==> config.mk <==
export PLATFORM = sky130hd
export DESIGN_NAME = decimating_average_history_ring
export DESIGN_NICKNAME = d
export VERILOG_FILES = /design/src/hw/rtl/dahr_pkg.sv /design/src/hw/rtl/decimating_average_history_ring.sv
export SDC_FILE = /design/constraint.sdc
export NUM_CORES = 1
export LEC_CHECK = 0
export BUFFER_PORTS_ARGS = -buffer_cell sky130_fd_sc_hd__buf_2
export CORE_MARGIN = 2
export CORE_UTILIZATION = 55
export CTS_CLUSTER_SIZE = 16
export DETAILED_ROUTE_END_ITERATION = 12
export PLACE_DENSITY = 0.68
export SETUP_SLACK_MARGIN = 0.5
export SLEW_MARGIN = 30
export SYNTH_ARGS = -nofsm -noshare
export SYNTH_HDL_FRONTEND = slang
export SYNTH_SLANG_ARGS = --single-unit
==> constraint.sdc <==
create_clock -name clk -period 12.8 [get_ports clk]
set_input_delay 0.64 -clock clk [delete_from_list [all_inputs] [get_ports clk]]
set_output_delay 0.64 -clock clk [all_outputs]
set_load 0.005 [all_outputs]
==> src/hw/rtl/dahr_pkg.sv <==
package dahr_pkg;

    // ring and decimation limits
    localparam int RingDepth     = 64;
    localparam int MaxDecimation = 1024;

    // field widths
    localparam int SampleW  = 16;
    localparam int DecW     = 11;
    localparam int LenW     = 7;
    localparam int CfgIdxW  = 2;
    localparam int CfgDataW = (DecW > LenW) ? DecW : LenW;

    // derived widths
    localparam int IdxW     = $clog2(RingDepth);
    localparam int FillW    = $clog2(RingDepth + 1);
    localparam int CountW   = (MaxDecimation > 1) ? $clog2(MaxDecimation) : 1;
    localparam int DivW     = CountW + 1;
    localparam int TotalW   = SampleW + CountW;
    localparam int SumW     = SampleW + IdxW;
    localparam int DivSteps = TotalW;
    localparam int StepW    = $clog2(DivSteps + 1);

    // configuration register indexes
    localparam logic [CfgIdxW-1:0] CfgDecimation = 2'd0;
    localparam logic [CfgIdxW-1:0] CfgRingLength = 2'd1;

    typedef enum logic [1:0] {
        StIdle,
        StDivide,
        StUpdate,
        StEmit
    } state_t;

endpackage

==> src/hw/rtl/decimating_average_history_ring.sv <==
// Decimating average with a history ring.
//
// Input channel: one unsigned 16-bit sample per word on in_valid/in_ready.
// Output channel: exactly one result word per sample on out_valid/out_ready,
// giving the ring fill count, the sum of the ring entries, and whether this
// sample completed an average together with the average that was pushed.
// Configuration: cfg_we with cfg_index 0 writes decimation_count, index 1
// writes ring_length; either write also clears the accumulator and the ring.
// Sequence: a sample that does not complete an average goes from acceptance
// straight to the emit state. A sample that completes one runs the restoring
// divider, one quotient bit per cycle over the 26-bit total, then a ring
// update state, before its result is loaded. The divider and the ring memory
// serve one sample at a time: no new sample is taken until the last result
// has been loaded into the output register.
// Reset clears the accumulator, fill count, ring pointers and running sum;
// the ring memory itself is not cleared and its read data is only used where written.
// A stalled receiver holds the result in the output register; the next
// sample is still taken and waits for that register to drain.
module decimating_average_history_ring (
    input  logic                           clk,
    input  logic                           rst_n,
    input  logic                           cfg_we,
    input  logic [dahr_pkg::CfgIdxW-1:0]   cfg_index,
    input  logic [dahr_pkg::CfgDataW-1:0]  cfg_data,
    input  logic                           in_valid,
    output logic                           in_ready,
    input  logic [dahr_pkg::SampleW-1:0]   sample,
    output logic                           out_valid,
    input  logic                           out_ready,
    output logic [dahr_pkg::FillW-1:0]     fill_count,
    output logic [dahr_pkg::SumW-1:0]      window_sum,
    output logic                           pushed,
    output logic [dahr_pkg::SampleW-1:0]   pushed_average
);
    import dahr_pkg::*;

    // control state
    state_t              state_reg, state_next;
    logic [DecW-1:0]     dec_reg, dec_next;
    logic [LenW-1:0]     len_reg, len_next;
    logic [CountW-1:0]   count_reg, count_next;
    logic [TotalW-1:0]   total_reg, total_next;
    logic [FillW-1:0]    held_reg, held_next;
    logic [IdxW-1:0]     oldest_reg, oldest_next;
    logic [IdxW-1:0]     newest_reg, newest_next;
    logic [SumW-1:0]     sum_reg, sum_next;
    logic                push_reg, push_next;
    logic [SampleW-1:0]  avg_reg, avg_next;
    logic [StepW-1:0]    step_reg, step_next;
    logic [DivW-1:0]     rem_reg, rem_next;
    logic [TotalW-1:0]   quo_reg, quo_next;
    logic                out_valid_reg, out_valid_next;
    logic [FillW-1:0]    out_fill_reg;
    logic [SumW-1:0]     out_sum_reg;
    logic                out_push_reg;
    logic [SampleW-1:0]  out_avg_reg;
    logic                out_load;

    // ring memory
    logic [SampleW-1:0]  store_mem [RingDepth];
    logic [SampleW-1:0]  rd_data_reg;
    logic                mem_rd;
    logic                mem_wr;
    logic [IdxW-1:0]     mem_waddr;

    // working values
    logic [DivW-1:0]     dec_eff;
    logic [FillW-1:0]    len_eff;
    logic [DivW-1:0]     count_inc;
    logic [TotalW-1:0]   total_inc;
    logic                accept;
    logic                cfg_hit;
    logic [DivW:0]       trial;
    logic                trial_ge;
    logic [FillW-1:0]    newest_inc;
    logic [FillW-1:0]    oldest_inc;
    logic [SumW-1:0]     sum_less;

    // effective register values, out-of-range codes clamped
    always_comb
    begin
        if (dec_reg == '0)
            dec_eff = DivW'(1);
        else if (int'(dec_reg) > MaxDecimation)
            dec_eff = DivW'(MaxDecimation);
        else
            dec_eff = DivW'(dec_reg);

        if (len_reg == '0)
            len_eff = FillW'(1);
        else if (int'(len_reg) > RingDepth)
            len_eff = FillW'(RingDepth);
        else
            len_eff = FillW'(len_reg);
    end

    assign accept     = in_valid && in_ready;
    assign cfg_hit    = cfg_we && (cfg_index == CfgDecimation || cfg_index == CfgRingLength);
    assign count_inc  = {1'b0, count_reg} + DivW'(1);
    assign total_inc  = total_reg + TotalW'(sample);
    assign trial      = {rem_reg, quo_reg[TotalW-1]};
    assign trial_ge   = trial >= {1'b0, dec_eff};
    assign newest_inc = FillW'(newest_reg) + FillW'(1);
    assign oldest_inc = FillW'(oldest_reg) + FillW'(1);
    assign sum_less   = sum_reg - SumW'(rd_data_reg);

    // next state and datapath control
    always_comb
    begin
        state_next     = state_reg;
        dec_next       = dec_reg;
        len_next       = len_reg;
        count_next     = count_reg;
        total_next     = total_reg;
        held_next      = held_reg;
        oldest_next    = oldest_reg;
        newest_next    = newest_reg;
        sum_next       = sum_reg;
        push_next      = push_reg;
        avg_next       = avg_reg;
        step_next      = step_reg;
        rem_next       = rem_reg;
        quo_next       = quo_reg;
        out_valid_next = out_valid_reg && !out_ready;
        out_load       = 1'b0;
        in_ready       = (state_reg == StIdle);
        mem_rd         = 1'b0;
        mem_wr         = 1'b0;
        mem_waddr      = newest_reg;

        case (state_reg)
            StIdle:
            begin
                if (accept)
                begin
                    mem_rd = 1'b1;
                    if (count_inc >= dec_eff)
                    begin
                        // average complete: divide the total
                        count_next = '0;
                        total_next = '0;
                        push_next  = 1'b1;
                        quo_next   = total_inc;
                        rem_next   = '0;
                        step_next  = '0;
                        state_next = StDivide;
                    end
                    else
                    begin
                        count_next = count_inc[CountW-1:0];
                        total_next = total_inc;
                        push_next  = 1'b0;
                        avg_next   = '0;
                        state_next = StEmit;
                    end
                end
            end
            StDivide:
            begin
                // one restoring step per cycle
                if (trial_ge)
                    rem_next = DivW'(trial - {1'b0, dec_eff});
                else
                    rem_next = trial[DivW-1:0];
                quo_next  = {quo_reg[TotalW-2:0], trial_ge};
                step_next = step_reg + StepW'(1);
                if (step_reg == StepW'(DivSteps - 1))
                    state_next = StUpdate;
            end
            StUpdate:
            begin
                // advance the ring and write the new average
                avg_next = quo_reg[SampleW-1:0];
                if (held_reg != '0)
                begin
                    if (newest_inc >= len_eff)
                        newest_next = '0;
                    else
                        newest_next = newest_inc[IdxW-1:0];
                    if (held_reg >= len_eff)
                    begin
                        sum_next = sum_less + SumW'(quo_reg[SampleW-1:0]);
                        if (oldest_inc >= len_eff)
                            oldest_next = '0;
                        else
                            oldest_next = oldest_inc[IdxW-1:0];
                    end
                    else
                    begin
                        sum_next  = sum_reg + SumW'(quo_reg[SampleW-1:0]);
                        held_next = held_reg + FillW'(1);
                    end
                end
                else
                begin
                    sum_next  = sum_reg + SumW'(quo_reg[SampleW-1:0]);
                    held_next = FillW'(1);
                end
                mem_wr     = 1'b1;
                mem_waddr  = newest_next;
                state_next = StEmit;
            end
            StEmit:
            begin
                if (!out_valid_reg || out_ready)
                begin
                    out_load       = 1'b1;
                    out_valid_next = 1'b1;
                    state_next     = StIdle;
                end
            end
            default:
            begin
                state_next = StIdle;
            end
        endcase

        // configuration write clears the accumulator and the ring
        if (cfg_hit)
        begin
            if (cfg_index == CfgDecimation)
                dec_next = cfg_data[DecW-1:0];
            else
                len_next = cfg_data[LenW-1:0];
            count_next  = '0;
            total_next  = '0;
            held_next   = '0;
            oldest_next = '0;
            newest_next = '0;
            sum_next    = '0;
        end
    end

    // control registers
    always_ff @(posedge clk or negedge rst_n)
    begin
        if (!rst_n)
        begin
            state_reg     <= StIdle;
            dec_reg       <= DecW'(1);
            len_reg       <= LenW'(RingDepth);
            count_reg     <= '0;
            total_reg     <= '0;
            held_reg      <= '0;
            oldest_reg    <= '0;
            newest_reg    <= '0;
            sum_reg       <= '0;
            out_valid_reg <= 1'b0;
        end
        else
        begin
            state_reg     <= state_next;
            dec_reg       <= dec_next;
            len_reg       <= len_next;
            count_reg     <= count_next;
            total_reg     <= total_next;
            held_reg      <= held_next;
            oldest_reg    <= oldest_next;
            newest_reg    <= newest_next;
            sum_reg       <= sum_next;
            out_valid_reg <= out_valid_next;
        end
    end

    // divider and result payload
    always_ff @(posedge clk)
    begin
        push_reg <= push_next;
        avg_reg  <= avg_next;
        step_reg <= step_next;
        rem_reg  <= rem_next;
        quo_reg  <= quo_next;
        if (out_load)
        begin
            out_fill_reg <= held_reg;
            out_sum_reg  <= sum_reg;
            out_push_reg <= push_reg;
            out_avg_reg  <= avg_reg;
        end
    end

    // ring memory, oldest entry read as the sample is taken
    always_ff @(posedge clk)
    begin
        if (mem_wr)
            store_mem[mem_waddr] <= quo_reg[SampleW-1:0];
        if (mem_rd)
            rd_data_reg <= store_mem[oldest_reg];
    end

    assign out_valid      = out_valid_reg;
    assign fill_count     = out_fill_reg;
    assign window_sum     = out_sum_reg;
    assign pushed         = out_push_reg;
    assign pushed_average = out_avg_reg;

    // fill count never passes the ring length in use
    assert property (@(posedge clk) disable iff (!rst_n) held_reg <= len_eff)
        else $error("ring fill count above ring length");

    // pointers stay inside the ring in use
    assert property (@(posedge clk) disable iff (!rst_n)
        (FillW'(oldest_reg) < len_eff) && (FillW'(newest_reg) < len_eff))
        else $error("ring pointer outside ring length");

    // a word without a push carries a zero average
    assert property (@(posedge clk) disable iff (!rst_n)
        out_valid_reg && !out_push_reg |-> out_avg_reg == '0)
        else $error("average given without a push");

    // the divider always hands over to the ring update
    assert property (@(posedge clk) disable iff (!rst_n)
        state_reg == StDivide && step_reg == StepW'(DivSteps - 1) |=> state_reg == StUpdate)
        else $error("divider did not finish into ring update");

endmodule
==> results of run 1 <==
[kinds of logic after synthesis]
family,count (synthesis)
simple gates,515
xor+xnor,75
fa+ha+maj,128
compound gates,707
mux,433
flops,1243
buf+inv,283
[path summary, 6_finish.rpt]
kind | end | slack (ps) | depth (start not counted)
min in group asynchronous | total_reg[7]$_DFFE_PN0P_ | 430 | 2
min | dec_reg[9]$_DFFE_PN0P_ | 130 | 2
min reg2reg | pushed_average[1]$_DFFE_PP_ | 420 | 0
max | store_mem[21][11]$_DFFE_PP_ | 7630 | 11
max in group asynchronous | oldest_reg[1]$_DFFE_PN0P_ | 11230 | 3
max reg2reg | store_mem[21][11]$_DFFE_PP_ | 7630 | 11
[routing by layer]
layer  global-route usage, %  part of all wire (%)  vias to the layer above
met5                       0                0.0093                        -
met4                    11.9                   4.3                        2
met3                    4.70                   8.4                      309
met2                    44.0                    47                     1551
met1                    40.1                    40                    16100
li1                        -                     -                    13600
[worst max-delay path, cell delays in order (launching register included)]
cell and delay [ps]:
dfrtp_1 540, ha_1 400, nand3_1 140, xnor2_1 600, ha_1 360, o32ai_1 420
o22ai_4 260, a211oi_4 500, a32oi_2 390, buf_8 260, buf_4 220, nor3_4 690
[stage by stage]
stage,hold WS [ps],total power [uW]
after detailed placement,405,9640
after global routing,110,13900
final,127,13300
after CTS,88.4,13300
after floorplan,344,8140
after global placement,402,9470
[cell usage in the layout, fill, tap and decap left out, drive strengths merged, types with 20 or more instances in the layout]
cell    instances
a211oi         43
a21o           24
a21oi         217
buf           180
clkbuf        163
clkinv         59
dfrtp          96
edfxtp       1145
ha            109
inv           113
mux2           83
mux2i         206
mux4          144
nand2         180
nand3          39
nor2          109
nor2b          20
nor3           59
nor4           29
o21ai         163
o221ai         67
o22ai          71
xnor2          44
xor2           31
[power breakdown]
part	leakage, uW	switching (uW)	total, uW	internal, uW
Clock	0.00205	1580	3720	2130
Sequential	0.0116	253	5430	5180
Combinational	0.00625	2700	4190	1480
Total	0.0199	4540	13300	8790
[cell type report]
type	count	area (um^2)	area share, %
flip-flops and latches	1243	36900	60.8
multi-input cells	1858	16200	26.7
clock buffers	163	3440	5.68
well taps	1276	1600	2.63
repair buffers	181	1300	2.15
clock inverters	73	787	1.30
inverters	110	413	0.681
diodes	1	2.50	0.00413
[repair_timing]
item | in CTS | in global routing
buffers inserted | 0 | 0
endpoints found under the hold margin | 36 | 0
hold buffers | 1 | 0
endpoints found under the setup margin | 0 | 0
==> reports/qor.txt, run 1 <==
RSZ-0062 raised after global routing - false
Cell row count - 114
Detail Route Antenna Nets - 0
Ys async rst share - 7.88%
Final worst slack - 7630 ps
Global-route wire length before repair - 205 mm
Unique masters post-synth - 77
Placement Cell Area - 0.0562 mm^2
Total Die Area - 0.0998 mm^2
Mapped Area - 0.0535 mm^2
Post-synthesis xor/xnor area fraction - 1.23%
Period utilisation layout - 40.4%
FF+latch count, synth - 1243
Largest net degree at the start of global routing - 143
DIE HEIGHT - 316 um
Post-Place Cells - 4663
Gr usage total - 28.3%
Pre-CTS setup slack - 7770 ps
Vias in the first global route - 31000
# nets final - 3686
DR iter-0 viols - 3937
Yosys top cell area share - 64.3%
Clock slew at reported path FFs - 60 ps
Fmax - 193 MHz
Core Util, Final - 62.7%
DR pass1 iterations - 6
Port bufs - 81
Clock tree sinks - 1243
Detailed-route DRC error count - 0
Routability Congestion - 0.902
Hold Startpoint - cfg_data[9]
H-tree Lvls - 4
Post-route cell area - 0.0606 mm^2
Slew headroom - 31.8%
Final setup violation count - 0
Mean Syn Cell Area - 15.8 um^2
Post-synth EDFFs - 1145
Top cells by area, synth - edfxtp_1 (64%), mux4_2 (6.1%), dfrtp_1 (4.5%)
Status - finished clean
Commonest cells in the netlist - edfxtp_1 (1145), a21oi_1 (216), mux2i_1 (206)
Critical Path End Type - flip-flop
Worst Tran Pin Value - 1020 ps
Fin. max-slew vios - 0
Post-synthesis mux area share - 11.7%
Grt total ovfl - 0
Fin crit period - 5170 ps
Clk buf depth - 3
Total CTS buffers - 130
Leakage - 0.0199 uW
Clock Latency Late Sink - 760 ps
Top Ports - 82
Startpoint Class - flip-flop
Die Width - 316 um
Worst Setup SP - newest_reg[0]$_DFF_PN0_
Initial Utilization - 55.4%
Largest family of logic cells by synthesized area - multiplexers
Hold Violations, Final - 0
Core footprint - 0.0966 mm^2
Ys Warns - 0
Worst min path class - input pin to flip-flop
Fin Setup TNS - 0 ps
Simple-Gate Fraction of Synth Area - 4.54%
Synth Flop Type - edfxtp_1
Sequential share of the synthesized area - 68.8%
Post-Syn Instances - 3384
Power density over the cells - 220 mW/mm^2
Largest register FFs - 1024
Max-cap violation count - 0
CP Max Fanout - 16
Syn_nets - 3546
Fraction of layout cells with a size suffix above 1 - 19.2%
Worst Clk Skew - 26.6 ps
RR Startpoint - newest_reg[0]$_DFF_PN0_
Via count - 31600
DR WL/cell - 28.4 um
Via/cell ratio - 6.44
Peak VDD IR - 0.139 mV
CTS tree - done
HPWL after DPL - 85.6 mm
Initial antenna violation count - 5
Required time of the critical path - 13180 ps
# fillers - 6853
Final std cells w/o fill - 4905
Clk root buf - clkbuf_16
Post-synthesis adder-cell area fraction - 3.26%
Layout area overhead - 13.2%
Most common cell in the netlist - edfxtp_1
Arr. time, crit path - 5550 ps
Drt total wl - 139 mm
CTS resizes - 0
Compound-Gate Fraction of Synth Area - 8.39%
Synth area leader - edfxtp_1
Kind of critical path - flip-flop to flip-flop
(Power assumes the default switching activity.)
==> inputs of run 2 (changes only) <==
--- a/config.mk
+++ b/config.mk
@@ -10,7 +10,7 @@
 export CORE_UTILIZATION = 55
 export CTS_CLUSTER_SIZE = 16
 export DETAILED_ROUTE_END_ITERATION = 12
-export PLACE_DENSITY = 0.68
+export PLACE_DENSITY = 0.71
 export SETUP_SLACK_MARGIN = 0.5
 export SLEW_MARGIN = 30
 export SYNTH_ARGS = -nofsm -noshare
==> constraint.sdc (replaced) <==
create_clock -name clk -period 4.6 [get_ports clk]
set_input_delay 0.23 -clock clk [delete_from_list [all_inputs] [get_ports clk]]
set_output_delay 0.23 -clock clk [all_outputs]
set_load 0.005 [all_outputs]
==> run 2 against run 1 <==
The flow now finishes with violations (negative hold slack). Utilization up 1.6 points. Clock power rose to 2.8 times the previous value. First-iteration DRC count up 4.4%. Worst setup slack worse by 7000 ps. Fmax up 29%. Critical endpoint is now store_mem[19][14]$_DFFE_PP_. Largest cell class unchanged. Largest power group unchanged.
==> reports/qor.txt, run 2 (synthesis results as in run 1) <==
Worst Tran Pin Value - 1010 ps
Commonest non-fill, non-tap cell in the layout - edfxtp_1
Final std cells w/o fill - 5043
Status - complete, but fails checks
Initial Utilization - 55.4%
Via count - 32400
# nets final - 3823
Critical path cell sequence - nor3_2 -> a21oi_2 -> nor2_2 -> ha_1 -> nand2b_4 -> a211oi_2 -> o32ai_2 -> a211oi_2 -> o22ai_4 -> buf_12 -> a211oi_4 -> buf_6 -> a22oi_2 -> buf_6 -> buf_12 -> nor3_2 -> buf_6
Vias in the first global route - 31500
Final setup violation count - 0
Fin crit period - 4020 ps
Worst min path class - input pin to flip-flop
CTS tree - done
Initial antenna violation count - 6
Global-route wire length before repair - 204 mm
Worst Clk Skew - 32.3 ps
Kind of critical path - flip-flop to flip-flop
CP bufs+invs - 5
Cell row count - 114
Largest net degree at the start of global routing - 109
DR iter-0 viols - 4109
Routability Congestion - 0.975
RR Startpoint - len_reg[3]$_DFFE_PN0P_
Fmax - 249 MHz
WHS Path Cells - 3
CP top delay family - compound AO/OA/AOI/OAI gates
Worst R2R End - store_mem[19][14]$_DFFE_PP_
RSZ-0062 raised after global routing - true
Total CTS buffers - 131
Layout area overhead - 16.2%
Fraction of layout cells with a size suffix above 1 - 22.4%
Post-Place Cells - 4755
Core Util, Final - 64.4%
Required time of the critical path - 5040 ps
CP Max Fanout - 16
# fillers - 6558
Clock slew at reported path FFs - 60 ps
Peak VDD IR - 0.501 mV
R2R Setup Slk - 580 ps
DR WL/cell - 27.6 um
Drt total wl - 139 mm
Port bufs - 81
R2R depth - 17
Die Width - 316 um
Core footprint - 0.0966 mm^2
Startpoint Class - flip-flop
Grt total ovfl - 0
Fin Setup TNS - 0 ps
Clk root buf - clkbuf_16
Max-cap violation count - 0
Period utilisation layout - 87.4%
Hold Startpoint - cfg_index[0]
Crit-path slowest cell - dfrtp_1
Clock tree sinks - 1243
Slew headroom - 32.9%
Cell mode on critical path - buf_6
Total Die Area - 0.0998 mm^2
Detailed-route DRC error count - 0
DR pass1 iterations - 6
DIE HEIGHT - 316 um
HPWL after DPL - 87.1 mm
Hold Violations, Final - 1
Via/cell ratio - 6.42
WHS Endpoint - dec_reg[10]$_DFFE_PN0P_
Leakage - 0.0206 uW
Gr usage total - 27.8%
Most frequent cells in the layout - edfxtp_1 (1145), a21oi_1 (213), mux2i_1 (206)
Largest register FFs - 1024
Detail Route Antenna Nets - 0
Failing checks - negative hold slack
Diodes inserted - 0
Top Ports - 82
Hold Slack - -12.2 ps
Clock Latency Late Sink - 760 ps
Power density over the cells - 614 mW/mm^2
Worst path max stage delay - 410 ps
H-tree Lvls - 4
Arr. time, crit path - 4460 ps
Clk buf depth - 3
Critical Path End Type - flip-flop
Fin. max-slew vios - 0
Total Power - 38200 uW
==> run 2: cell types whose count changed in the layout (fill, tap and decap cells not counted), moves of 6 or more <==
cell and delta:
buf_4 +71, dlygate4sd3_1 +19, buf_12 +16, clkbuf_1 -10, clkinv_2 +6, nor3_4 -17, buf_6 +31, nor4_2 -18
nor3_2 +19, nor4_4 +18
==> run 2: power by group <==
group	internal (uW)	switching [uW]	total [uW]
combinational	4530	7970	12500
clock	6190	4430	10600
sequential	14400	661	15100
==> run 2: worst max-delay path by stage <==
stage                            startpoint                     endpoint  slack [ps]  cells past startpoint
finish               len_reg[3]$_DFFE_PN0P_  store_mem[19][14]$_DFFE_PP_         580                     17
global route         len_reg[3]$_DFFE_PN0P_   store_mem[3][11]$_DFFE_PP_         460                     17
CTS                  len_reg[1]$_DFFE_PN0P_  store_mem[52][10]$_DFFE_PP_         460                     15
detailed placement   len_reg[1]$_DFFE_PN0P_   store_mem[49][1]$_DFFE_PP_         270                     14
global placement     len_reg[1]$_DFFE_PN0P_   store_mem[48][1]$_DFFE_PP_         220                     14
floorplan           newest_reg[0]$_DFF_PN0_   store_mem[21][0]$_DFFE_PP_        -120                     11
==> run 2: worst min-delay path: stages <==
cell and delay (ps):
buf_2 160, nor2_2 150, o21ai_0 160
==> run 2: timing repair <==
item	4_1_cts	5_1_grt
gates cloned	0	8
endpoints found under the setup margin	885	1024
endpoints found under the hold margin	66	0
pin swaps	4	21
hold buffers	21	0
gates resized for setup	15	50
buffers inserted	8	11
==> run 2: layout make-up <==
class / instances / area, um^2 / area share [%]
flip-flops and latches: 1243 / 36900 / 59.3
repair buffers: 317 / 2610 / 4.19
clock buffers: 158 / 3470 / 5.59
inverters: 110 / 413 / 0.664
multi-input cells: 1858 / 16300 / 26.3
clock inverters: 81 / 880 / 1.42
well taps: 1276 / 1600 / 2.57
==> run 2: through the flow <==
step                cell area (um^2)  setup WS, ps
CTS                            61700           463
global placement               57000           220
finish                         62200           581
detailed placement             57000           274
floorplan                      53800          -119
global route                   62200           463
==> run 2: metal layers <==
layer	share of wire, %	global-route usage [%]	wire length, um
met1	40	39.4	55400
met3	9.5	5.49	13200
met2	46	42.9	64400
met5	0.0093	0	13
met4	4.4	11.2	6150
